$ cat src/scg_pkg.sv
`default_nettype none
package scg_pkg;

    // Default widths of the phase accumulator and the pulse counters
    localparam int PHASE_BITS_DEF = 32;
    localparam int PULSE_BITS_DEF = 16;

    // Configuration register map
    localparam int CFG_IDX_W  = 2;
    localparam int CFG_DATA_W = 24;
    localparam int CFG_INC_W  = 24;
    localparam int CFG_LEN_W  = 16;

    typedef enum logic [CFG_IDX_W-1:0] {
        CFG_PHASE_INC   = 2'd0,
        CFG_PULSE_TICKS = 2'd1,
        CFG_BEAT_TICKS  = 2'd2
    } cfg_index_t;

    localparam logic [CFG_INC_W-1:0] PHASE_INC_RST   = 24'd248303;
    localparam logic [CFG_LEN_W-1:0] PULSE_TICKS_RST = 16'd48;
    localparam logic [CFG_LEN_W-1:0] BEAT_TICKS_RST  = 16'd2400;

    // Swing: on-beat ratio R = (SWING_BASE + 3*swing) / SWING_DEN
    localparam int SWING_W = 11;
    localparam logic [SWING_W-1:0] SWING_MAX = 11'd1024;
    localparam int RATIO_W  = 14;
    localparam int THRESH_W = 16;
    localparam logic [RATIO_W-1:0]  SWING_BASE = 14'd5120;
    localparam logic [THRESH_W-1:0] SWING_DEN  = 16'd10240;

    // Pulse channels, clk at bit 0 up to beat at bit 8
    localparam int NUM_PULSES = 9;
    localparam int PULSE_BEAT = 8;

    typedef struct packed {
        logic beat;
        logic rst;
        logic div8;
        logic div4;
        logic div2;
        logic x8;
        logic x4;
        logic x2;
        logic clk;
    } pulse_vec_t;

endpackage
`default_nettype wire

$ cat src/scg_eighth.sv
`default_nettype none
module scg_eighth #(
    parameter int PHASE_BITS = scg_pkg::PHASE_BITS_DEF
) (
    input  wire logic [PHASE_BITS-1:0]       phase,
    input  wire logic [scg_pkg::SWING_W-1:0] swing,
    output logic      [2:0]                  tick
);
    import scg_pkg::*;

    localparam int PROD_W = PHASE_BITS + THRESH_W;

    logic [SWING_W-1:0]  swing_sat;
    logic [RATIO_W-1:0]  ratio;
    logic [THRESH_W-1:0] ratio_w;
    logic [THRESH_W-1:0] off_w;
    logic [PROD_W-1:0]   phase_ext;
    logic [PROD_W-1:0]   scaled;
    logic [THRESH_W-1:0] q;
    logic [THRESH_W-1:0] thresh [7];
    logic [2:0]          count;

    // Saturate swing and form the on-beat ratio numerator
    always_comb
    begin
        swing_sat = (swing > SWING_MAX) ? SWING_MAX : swing;
        ratio     = SWING_BASE + RATIO_W'({swing_sat, 1'b0}) + RATIO_W'(swing_sat);
        ratio_w   = THRESH_W'(ratio);
        off_w     = SWING_DEN - ratio_w;
    end

    // 40960 * phase, as two shifted copies; its top bits are compared
    // against integer thresholds (all thresholds are multiples of 2^PHASE_BITS)
    always_comb
    begin
        phase_ext = PROD_W'(phase);
        scaled    = (phase_ext << 15) + (phase_ext << 13);
        q         = scaled[PROD_W-1 -: THRESH_W];
    end

    // Seven ascending thresholds: k*R in the on-beat half, then 4*R + k*(1-R)
    always_comb
    begin
        thresh[0] = ratio_w;
        thresh[1] = ratio_w << 1;
        thresh[2] = (ratio_w << 1) + ratio_w;
        thresh[3] = ratio_w << 2;
        thresh[4] = (ratio_w << 2) + off_w;
        thresh[5] = (ratio_w << 2) + (off_w << 1);
        thresh[6] = (ratio_w << 2) + (off_w << 1) + off_w;
    end

    // Tick is the number of thresholds reached
    always_comb
    begin
        count = 3'd0;
        for (int k = 0; k < 7; k++)
        begin
            count = count + 3'(q >= thresh[k]);
        end
        tick = count;
    end

endmodule
`default_nettype wire

$ cat src/scg_pulses.sv
`default_nettype none
module scg_pulses #(
    parameter int PULSE_BITS = scg_pkg::PULSE_BITS_DEF
) (
    input  wire logic                   clk,
    input  wire logic                   rst_n,
    input  wire logic                   step,
    input  wire logic                   running,
    input  wire scg_pkg::pulse_vec_t    fire,
    input  wire logic [PULSE_BITS-1:0]  pulse_len,
    input  wire logic [PULSE_BITS-1:0]  beat_len,
    output scg_pkg::pulse_vec_t         active
);
    import scg_pkg::*;

    logic [PULSE_BITS-1:0] cnt_reg  [NUM_PULSES];
    logic [PULSE_BITS-1:0] cnt_next [NUM_PULSES];
    logic [NUM_PULSES-1:0] fire_v;
    logic [NUM_PULSES-1:0] act_v;

    assign fire_v = fire;
    assign active = act_v;

    // Trigger raises a counter to its length (beat length on the beat channel); running beats count down
    always_comb
    begin
        logic [PULSE_BITS-1:0] len;
        logic [PULSE_BITS-1:0] val;
        for (int i = 0; i < NUM_PULSES; i++)
        begin
            len = (i == PULSE_BEAT) ? beat_len : pulse_len;
            val = (fire_v[i] && (len > cnt_reg[i])) ? len : cnt_reg[i];
            act_v[i] = (val != '0);
            cnt_next[i] = (running && act_v[i]) ? val - PULSE_BITS'(1) : val;
        end
    end

    always_ff @(posedge clk or negedge rst_n)
    begin
        if (!rst_n)
        begin
            for (int i = 0; i < NUM_PULSES; i++)
            begin
                cnt_reg[i] <= '0;
            end
        end
        else if (step)
        begin
            for (int i = 0; i < NUM_PULSES; i++)
            begin
                cnt_reg[i] <= cnt_next[i];
            end
        end
    end

`ifndef ASSERT_OFF
    // Counters only move when a beat is processed
    a_hold: assert property (@(posedge clk) disable iff (!rst_n)
        !step |=> $stable(cnt_reg[0]) && $stable(cnt_reg[PULSE_BEAT]))
        else $error("pulse counter changed without a step");

    // Stopped beats never count down: a counter can only rise or hold
    a_stopped: assert property (@(posedge clk) disable iff (!rst_n)
        step && !running |=> cnt_reg[0] >= $past(cnt_reg[0]))
        else $error("pulse counter decremented while stopped");

    // The beat pulse is not active while its counter is idle and nothing fires
    a_idle: assert property (@(posedge clk) disable iff (!rst_n)
        (fire_v == '0) && (cnt_reg[PULSE_BEAT] == '0) |-> !act_v[PULSE_BEAT])
        else $error("beat pulse active from an idle counter");
`endif

endmodule
`default_nettype wire

$ cat src/swing_clock_generator_core.sv
`default_nettype none
// An accepted beat is processed at the next edge, given a free result slot, and
// its result is then held in the result register until it is taken.
// Throughput: one beat per cycle while the result slot is free; the input and
// result registers form a two-slot pipeline, and the whole per-beat update
// (phase add, tick compare, pulse counters) is the single step between them.
// Reset (rst_n low, asynchronous): stopped, phase, tick, beat count and all
// pulse counters cleared, configuration registers back to their defaults.
module swing_clock_generator_core #(
    parameter int PHASE_BITS = scg_pkg::PHASE_BITS_DEF,
    parameter int PULSE_BITS = scg_pkg::PULSE_BITS_DEF
) (
    input  wire logic                            clk,
    input  wire logic                            rst_n,
    // configuration
    input  wire logic                            cfg_write,
    input  wire logic [scg_pkg::CFG_IDX_W-1:0]   cfg_index,
    input  wire logic [scg_pkg::CFG_DATA_W-1:0]  cfg_data,
    // input channel
    input  wire logic                            in_valid,
    output logic                                 in_ready,
    input  wire logic                            run_gate,
    input  wire logic                            run_button,
    input  wire logic                            reset_gate,
    input  wire logic                            reset_button,
    input  wire logic [scg_pkg::SWING_W-1:0]     swing_amount,
    // output channel
    output logic                                 out_valid,
    input  wire logic                            out_ready,
    output logic                                 clk_out,
    output logic                                 x2_out,
    output logic                                 x4_out,
    output logic                                 x8_out,
    output logic                                 div2_out,
    output logic                                 div4_out,
    output logic                                 div8_out,
    output logic                                 reset_out,
    output logic                                 run_out,
    output logic                                 beat_out
);
    import scg_pkg::*;

    localparam int SUM_W = ((PHASE_BITS > CFG_INC_W) ? PHASE_BITS : CFG_INC_W) + 1;

    // Configuration registers
    logic [CFG_INC_W-1:0] phase_inc_reg;
    logic [CFG_LEN_W-1:0] pulse_ticks_reg;
    logic [CFG_LEN_W-1:0] beat_ticks_reg;

    // Input stage
    logic               s1_valid_reg;
    logic [3:0]         levels_reg;
    logic [SWING_W-1:0] swing_reg;

    // Beat state
    logic                  running_reg;
    logic [3:0]            last_reg;
    logic [PHASE_BITS-1:0] phase_reg;
    logic [2:0]            tick_reg;
    logic [2:0]            bcount_reg;

    // Result stage
    logic       out_valid_reg;
    pulse_vec_t res_reg;
    logic       run_res_reg;

    // Step signals
    logic                  adv;
    logic [3:0]            rise;
    logic                  run_next;
    logic                  start;
    logic                  rst_edge;
    logic                  clr;
    logic [PHASE_BITS-1:0] phase0;
    logic [2:0]            tick0;
    logic [2:0]            bcount0;
    logic [SUM_W-1:0]      sum;
    logic                  wrapped;
    logic [PHASE_BITS-1:0] phase_next;
    logic [2:0]            bcount_next;
    logic [2:0]            tick_next;
    logic                  changed;
    pulse_vec_t            fire;
    pulse_vec_t            active;
    logic [PULSE_BITS-1:0] pulse_len;
    logic [PULSE_BITS-1:0] beat_len;

    // Handshake: step when the input stage holds a beat and the result slot frees
    assign adv      = s1_valid_reg && (!out_valid_reg || out_ready);
    assign in_ready = !s1_valid_reg || adv;

    // Configuration writes
    always_ff @(posedge clk or negedge rst_n)
    begin
        if (!rst_n)
        begin
            phase_inc_reg   <= PHASE_INC_RST;
            pulse_ticks_reg <= PULSE_TICKS_RST;
            beat_ticks_reg  <= BEAT_TICKS_RST;
        end
        else if (cfg_write)
        begin
            case (cfg_index)
                CFG_PHASE_INC:   phase_inc_reg   <= cfg_data[CFG_INC_W-1:0];
                CFG_PULSE_TICKS: pulse_ticks_reg <= cfg_data[CFG_LEN_W-1:0];
                CFG_BEAT_TICKS:  beat_ticks_reg  <= cfg_data[CFG_LEN_W-1:0];
                default:         ;
            endcase
        end
    end

    // Input register
    always_ff @(posedge clk or negedge rst_n)
    begin
        if (!rst_n)
        begin
            s1_valid_reg <= 1'b0;
        end
        else if (in_valid && in_ready)
        begin
            s1_valid_reg <= 1'b1;
        end
        else if (adv)
        begin
            s1_valid_reg <= 1'b0;
        end
    end

    always_ff @(posedge clk)
    begin
        if (in_valid && in_ready)
        begin
            levels_reg <= {reset_button, reset_gate, run_button, run_gate};
            swing_reg  <= swing_amount;
        end
    end

    // Edge detect, run toggle, position clear
    always_comb
    begin
        rise     = levels_reg & ~last_reg;
        run_next = running_reg ^ rise[0] ^ rise[1];
        start    = !running_reg && run_next;
        rst_edge = rise[2] || rise[3];
        clr      = rst_edge || start;
        phase0   = clr ? '0 : phase_reg;
        tick0    = clr ? 3'd0 : tick_reg;
        bcount0  = clr ? 3'd0 : bcount_reg;
    end

    // Phase advance; any carry out is one wrap
    always_comb
    begin
        sum         = SUM_W'(phase0) + SUM_W'(phase_inc_reg);
        wrapped     = (sum[SUM_W-1:PHASE_BITS] != '0);
        phase_next  = sum[PHASE_BITS-1:0];
        bcount_next = bcount0 + 3'(wrapped);
    end

    scg_eighth #(
        .PHASE_BITS (PHASE_BITS)
    ) u_eighth (
        .phase (phase_next),
        .swing (swing_reg),
        .tick  (tick_next)
    );

    // Trigger decode
    always_comb
    begin
        changed   = run_next && ((tick_next != tick0) || wrapped);
        fire.rst  = rst_edge;
        fire.x8   = start || changed;
        fire.x4   = start || (changed && !tick_next[0]);
        fire.x2   = start || (changed && (tick_next[1:0] == 2'd0));
        fire.clk  = start || (changed && (tick_next == 3'd0));
        fire.beat = fire.clk;
        fire.div2 = start || (run_next && wrapped && !bcount_next[0]);
        fire.div4 = start || (run_next && wrapped && (bcount_next[1:0] == 2'd0));
        fire.div8 = start || (run_next && wrapped && (bcount_next == 3'd0));
        pulse_len = PULSE_BITS'(pulse_ticks_reg);
        beat_len  = PULSE_BITS'(beat_ticks_reg);
    end

    scg_pulses #(
        .PULSE_BITS (PULSE_BITS)
    ) u_pulses (
        .clk       (clk),
        .rst_n     (rst_n),
        .step      (adv),
        .running   (run_next),
        .fire      (fire),
        .pulse_len (pulse_len),
        .beat_len  (beat_len),
        .active    (active)
    );

    // Beat state update
    always_ff @(posedge clk or negedge rst_n)
    begin
        if (!rst_n)
        begin
            running_reg <= 1'b0;
            last_reg    <= '0;
            phase_reg   <= '0;
            tick_reg    <= 3'd0;
            bcount_reg  <= 3'd0;
        end
        else if (adv)
        begin
            running_reg <= run_next;
            last_reg    <= levels_reg;
            phase_reg   <= run_next ? phase_next : phase0;
            tick_reg    <= run_next ? tick_next : tick0;
            bcount_reg  <= run_next ? bcount_next : bcount0;
        end
    end

    // Result register
    always_ff @(posedge clk or negedge rst_n)
    begin
        if (!rst_n)
        begin
            out_valid_reg <= 1'b0;
        end
        else if (adv)
        begin
            out_valid_reg <= 1'b1;
        end
        else if (out_ready)
        begin
            out_valid_reg <= 1'b0;
        end
    end

    always_ff @(posedge clk)
    begin
        if (adv)
        begin
            res_reg     <= run_next ? active : '0;
            run_res_reg <= run_next;
        end
    end

    assign out_valid = out_valid_reg;
    assign clk_out   = res_reg.clk;
    assign x2_out    = res_reg.x2;
    assign x4_out    = res_reg.x4;
    assign x8_out    = res_reg.x8;
    assign div2_out  = res_reg.div2;
    assign div4_out  = res_reg.div4;
    assign div8_out  = res_reg.div8;
    assign reset_out = res_reg.rst;
    assign run_out   = run_res_reg;
    assign beat_out  = res_reg.beat;

`ifndef ASSERT_OFF
    // A stopped result carries no pulses
    a_stop_quiet: assert property (@(posedge clk) disable iff (!rst_n)
        out_valid_reg && !run_res_reg |-> (res_reg == '0))
        else $error("pulse output while stopped");

    // Every step leaves a result behind
    a_step_result: assert property (@(posedge clk) disable iff (!rst_n)
        adv |=> out_valid_reg)
        else $error("step without result");

    // Beat position only moves on a step
    a_pos_hold: assert property (@(posedge clk) disable iff (!rst_n)
        !adv |=> $stable(bcount_reg) && $stable(tick_reg) && $stable(running_reg))
        else $error("beat state changed without a step");

    // A held input beat stays until it is processed
    a_s1_hold: assert property (@(posedge clk) disable iff (!rst_n)
        s1_valid_reg && !adv |=> s1_valid_reg)
        else $error("input beat dropped");
`endif

endmodule
`default_nettype wire

$ cat config.mk
export PLATFORM = sky130hd
export DESIGN_NAME = swing_clock_generator_core
export DESIGN_NICKNAME = d
export VERILOG_FILES = /design/src/scg_pkg.sv /design/src/scg_eighth.sv /design/src/scg_pulses.sv /design/src/swing_clock_generator_core.sv
export SDC_FILE = /design/constraint.sdc
export NUM_CORES = 1
export LEC_CHECK = 0
export ABC_AREA = 1
export BUFFER_PORTS_ARGS = -buffer_cell sky130_fd_sc_hd__clkbuf_2
export CAP_MARGIN = 20
export CORE_ASPECT_RATIO = 0.75
export CORE_MARGIN = 1
export CORE_UTILIZATION = 60
export CTS_CLUSTER_SIZE = 12
export DETAILED_ROUTE_END_ITERATION = 10
export PLACE_DENSITY_LB_ADDON = 0.15
export SYNTH_ARGS = -nofsm -noshare
export SYNTH_HDL_FRONTEND = slang
export SYNTH_HIERARCHICAL = 1
export SYNTH_SLANG_ARGS = --single-unit
$ cat constraint.sdc
create_clock -name clk -period 11.9 [get_ports clk]
set_input_delay 1.19 -clock clk [delete_from_list [all_inputs] [get_ports clk]]
set_output_delay 1.19 -clock clk [all_outputs]
set_load 0.03 [all_outputs]
==> run_results.csv <==
group,metric,value,unit
clock_network,insertion_delay,0.62,ns
layout,syn_to_final_growth,8.22,%
drt,num_vias,34148,
sta,worst_pin_slew,1.18,ns
min_path,holdPathStages,2,
logic_synthesis,syn_area,32800,um^2
logic_synthesis,ys_ff_latch,270,
sta,period_needed,11.30,ns
drt,ant_nets,0,
layout,final_area,35500,um^2
logic_synthesis,synth-main-ff-cell,"dfrtp_1",
global_route,grtUsageTotal,36.7,%
pwr,power_leakage,20.2,nW
sta,skew,0.0147,ns
placement,portBuffers,57,
run_status,status,"finished, final reports clean",
die,dieArea,55700,um^2
logic_synthesis,synth_top_family_by_area,"simple AND/OR/NAND/NOR gates",
pwr,power_density,326,nW/um^2
min_path,whs_endpoint,"u_pulses/cnt_reg[98]",
logic_synthesis,syn_inst,5269,
die,pin_count,58,
sta,slew_headroom,21.2,%
sta,max_freq,88.5,MHz
sta,finalCritPeriodShare,94.9,%
die,rows,73,
placement,placed_area,33900,um^2
drt,drt_iter0_drc,4115,
drt,route.detailed.drc,0,
layout,drive_gt1_share,8.89,%
logic_synthesis,synth_compound_area_share,8.42,%
clock_network,cts_max_path_buffers,3,
critical_path,r2r_setup_slack,0.60,ns
clock_network,root_buffer,"clkbuf_16",
logic_synthesis,synthXorXnorAreaFrac,3.89,%
critical_path,critPathRequiredTime,12.38,ns
die,initial_core_util,61.3,%
sta,drv_slew,0,
placement,place_congestion,1.03,
global_route,overflow,0,
die,die_w,272,um
layout,final_nets,5781,
logic_synthesis,yosysSeqAreaShare,21.0,%
critical_path,worstPathArrival,11.77,ns
logic_synthesis,synthArstFlopShare,90.7,%
sta,hold_slack,0.480,ns
logic_synthesis,synth-adder-area-share,15.6,%
logic_synthesis,ys_warn_count,6,
global_route,grt_max_degree,83,
drt,wl_per_cell,17.1,um
critical_path,worstRegToRegCells,67,
drt,dr.pass1.iters,8,
critical_path,crit_slowest_cell,"fa_2",
clock_network,hold_buffers,0,
critical_path,worstSetupEndpointType,"register",
min_path,hold_start,"u_pulses/cnt_reg[98]",
critical_path,rr_endpoint,"u_pulses/cnt_reg[128]",
job,drv_cap,0,
logic_synthesis,synth_simple_gate_area_share,41.2,%
min_path,hold_class,"reg2reg",
logic_synthesis,synth-edff-count,25,
critical_path,r2r-start,"swing_reg[2]",
critical_path,cp-start-kind,"register",
critical_path,crit_family,"adder cells",
global_route,grt_pass1_vias,29737,
clock_network,cts_tree,"built",
pwr,peakVddDrop,0.000200,V
clock_network,clkTransAtPathRegs,0.07,ns
sta,hold_violations,0,
global_route,grt_pass1_wl,163,mm
die,fp.coreArea,53500,um^2
global_route,antenna_found_initial,1,
critical_path,critPathKind,"reg2reg",
critical_path,path_buf_inv,9,
layout,largest_register_ffs,144,
critical_path,cp_max_fo,19,
logic_synthesis,ys_types,67,
drt,wl,104,mm
critical_path,cpMostUsedCell,"nand2_1",
placement,dp_hpwl,75.7,mm
clock_network,numCtsBuffers,31,
logic_synthesis,synthMuxAreaShare,0.274,%
logic_synthesis,avgSynthCellArea,6.23,um^2
drt,drt-vias-per-instance,5.63,
clock_network,cts_num_sinks,270,
logic_synthesis,synth_nets,5719,
die,die_y,205,um
critical_path,critPathMaxStageDelay,0.60,ns
clock_network,cts.htree.levels,1,
sta,setup_viol,0,
-- final cells by class --
class | count | area (um^2)
clock buffer | 47 | 907
sequential | 270 | 6910
clock inverter | 11 | 148
fill | 5021 | 18000
multi-input combinational | 4251 | 23100
inverter | 607 | 2290
antenna | 1 | 2.50
timing repair buffer | 170 | 1230
tap | 712 | 891
-- synth_stat cells, types with 39 or more instances --
master	count	share of area, %
a21oi_1	225	3.4
clkbuf_1	46	0.53
dfrtp_1	226	17
ha_1	397	15
inv_1	591	6.8
nand2_1	2130	24
nand2_2	54	1.0
nand3_1	425	6.5
nand4_1	69	1.3
nor2_1	376	4.3
o21ai_0	136	2.1
xnor2_1	39	1.0
xor2_1	103	2.7
-- layer usage --
layer | part of all wire, % | vias up | track usage, % | wire length (um)
li1 | - | 16989 | - | -
met1 | 47 | 15263 | 56.4 | 48500
met2 | 38 | 1723 | 49.8 | 39600
met3 | 13 | 171 | 9.78 | 13500
met4 | 2.2 | 2 | 8.47 | 2330
met5 | 0.075 | - | 0 | 78
-- where the power goes --
part           leakage [nW]  switching [mW]  internal (mW)  total, mW
logic                  16.3            6.06           3.01       9.07
registers              3.36           0.248           1.24       1.49
clock network         0.518           0.440          0.591       1.03
-- worst max-delay path by stage --
stage / from / endpoint / slack, ns / depth (start not counted)
floorplan: swing_reg[1] / u_pulses/cnt_reg[110] / 1.31 / 69
global placement: swing_reg[2] / u_pulses/cnt_reg[129] / 0.02 / 66
detailed placement: swing_reg[2] / u_pulses/cnt_reg[1] / -0.16 / 67
CTS: swing_reg[3] / u_pulses/cnt_reg[102] / 0.05 / 70
global route: swing_reg[2] / u_pulses/cnt_reg[130] / -0.12 / 68
finish: swing_reg[2] / u_pulses/cnt_reg[128] / 0.60 / 67
-- repair_timing --
action | 4_1_cts | 5_1_grt
pin swaps | 0 | 10
endpoints found under the setup margin | 36 | 85
cloned | 0 | 1
setup buffers | 0 | 13
resized for setup | 3 | 86
-- kinds of logic (layout without fill, tap and decap cells) --
group,after synthesis,count (layout)
compound gates,492,492
xor+xnor,144,144
fa+ha+maj,404,404
buf+inv,749,835
flops,270,270
mux,8,8
other cells,0,1
simple gates,3202,3203
-- tightest hold or removal path, stage by stage, from the launching register on --
cell and delay, ns:
dfrtp_1 0.34, nand2_1 0.05, nand2_1 0.05
-- through the flow --
stage	setup WS, ns	total power, mW	setup TNS [ns]	cells	utilization (%)
after floorplan	1.31	8.01	0	5269	-
after global placement	0.0155	9.90	0	5994	63.3
after detailed placement	-0.162	9.98	-2.47	5994	63.3
after CTS	0.0483	11.1	0	6052	65.3
after global routing	-0.118	12.7	-4.82	6068	66.4
final	0.605	11.6	0	6069	66.4
-- cells in the final DEF, fill, tap and decap left out, types with 6 or more instances in the layout --
cell type  Yosys  layout
nor2_1       376     359
nand3_2       11      14
o21ai_1       30      30
and2_1         9       9
xor2_1       103     100
o22ai_1        8       8
buf_4         18     104
a22oi_1       14      14
clkinv_2       0       6
nand2_2       54      60
inv_2         14      15
nand3b_1      13      13
dfrtp_1      226     226
nor2_2        21      31
clkbuf_2       0      56
clkbuf_1      46      10
nor3_1        36      33
ha_1         397     393
nand2_8        1       7
o21bai_1      12      12
a21o_1        20      20
nand4_1       69      69
nor2_4        14      21
inv_1        591     588
xnor2_1       39      39
o21ai_0      136     136
nand2_1     2130    2121
edfxtp_1      25      25
dfstp_2       19      19
nand2_4       20      18
nand3_1      425     420
clkbuf_16      0      32
nor3_2         3       6
mux2_2         8       8
a21oi_1      225     218
(Power assumes the default switching activity.)
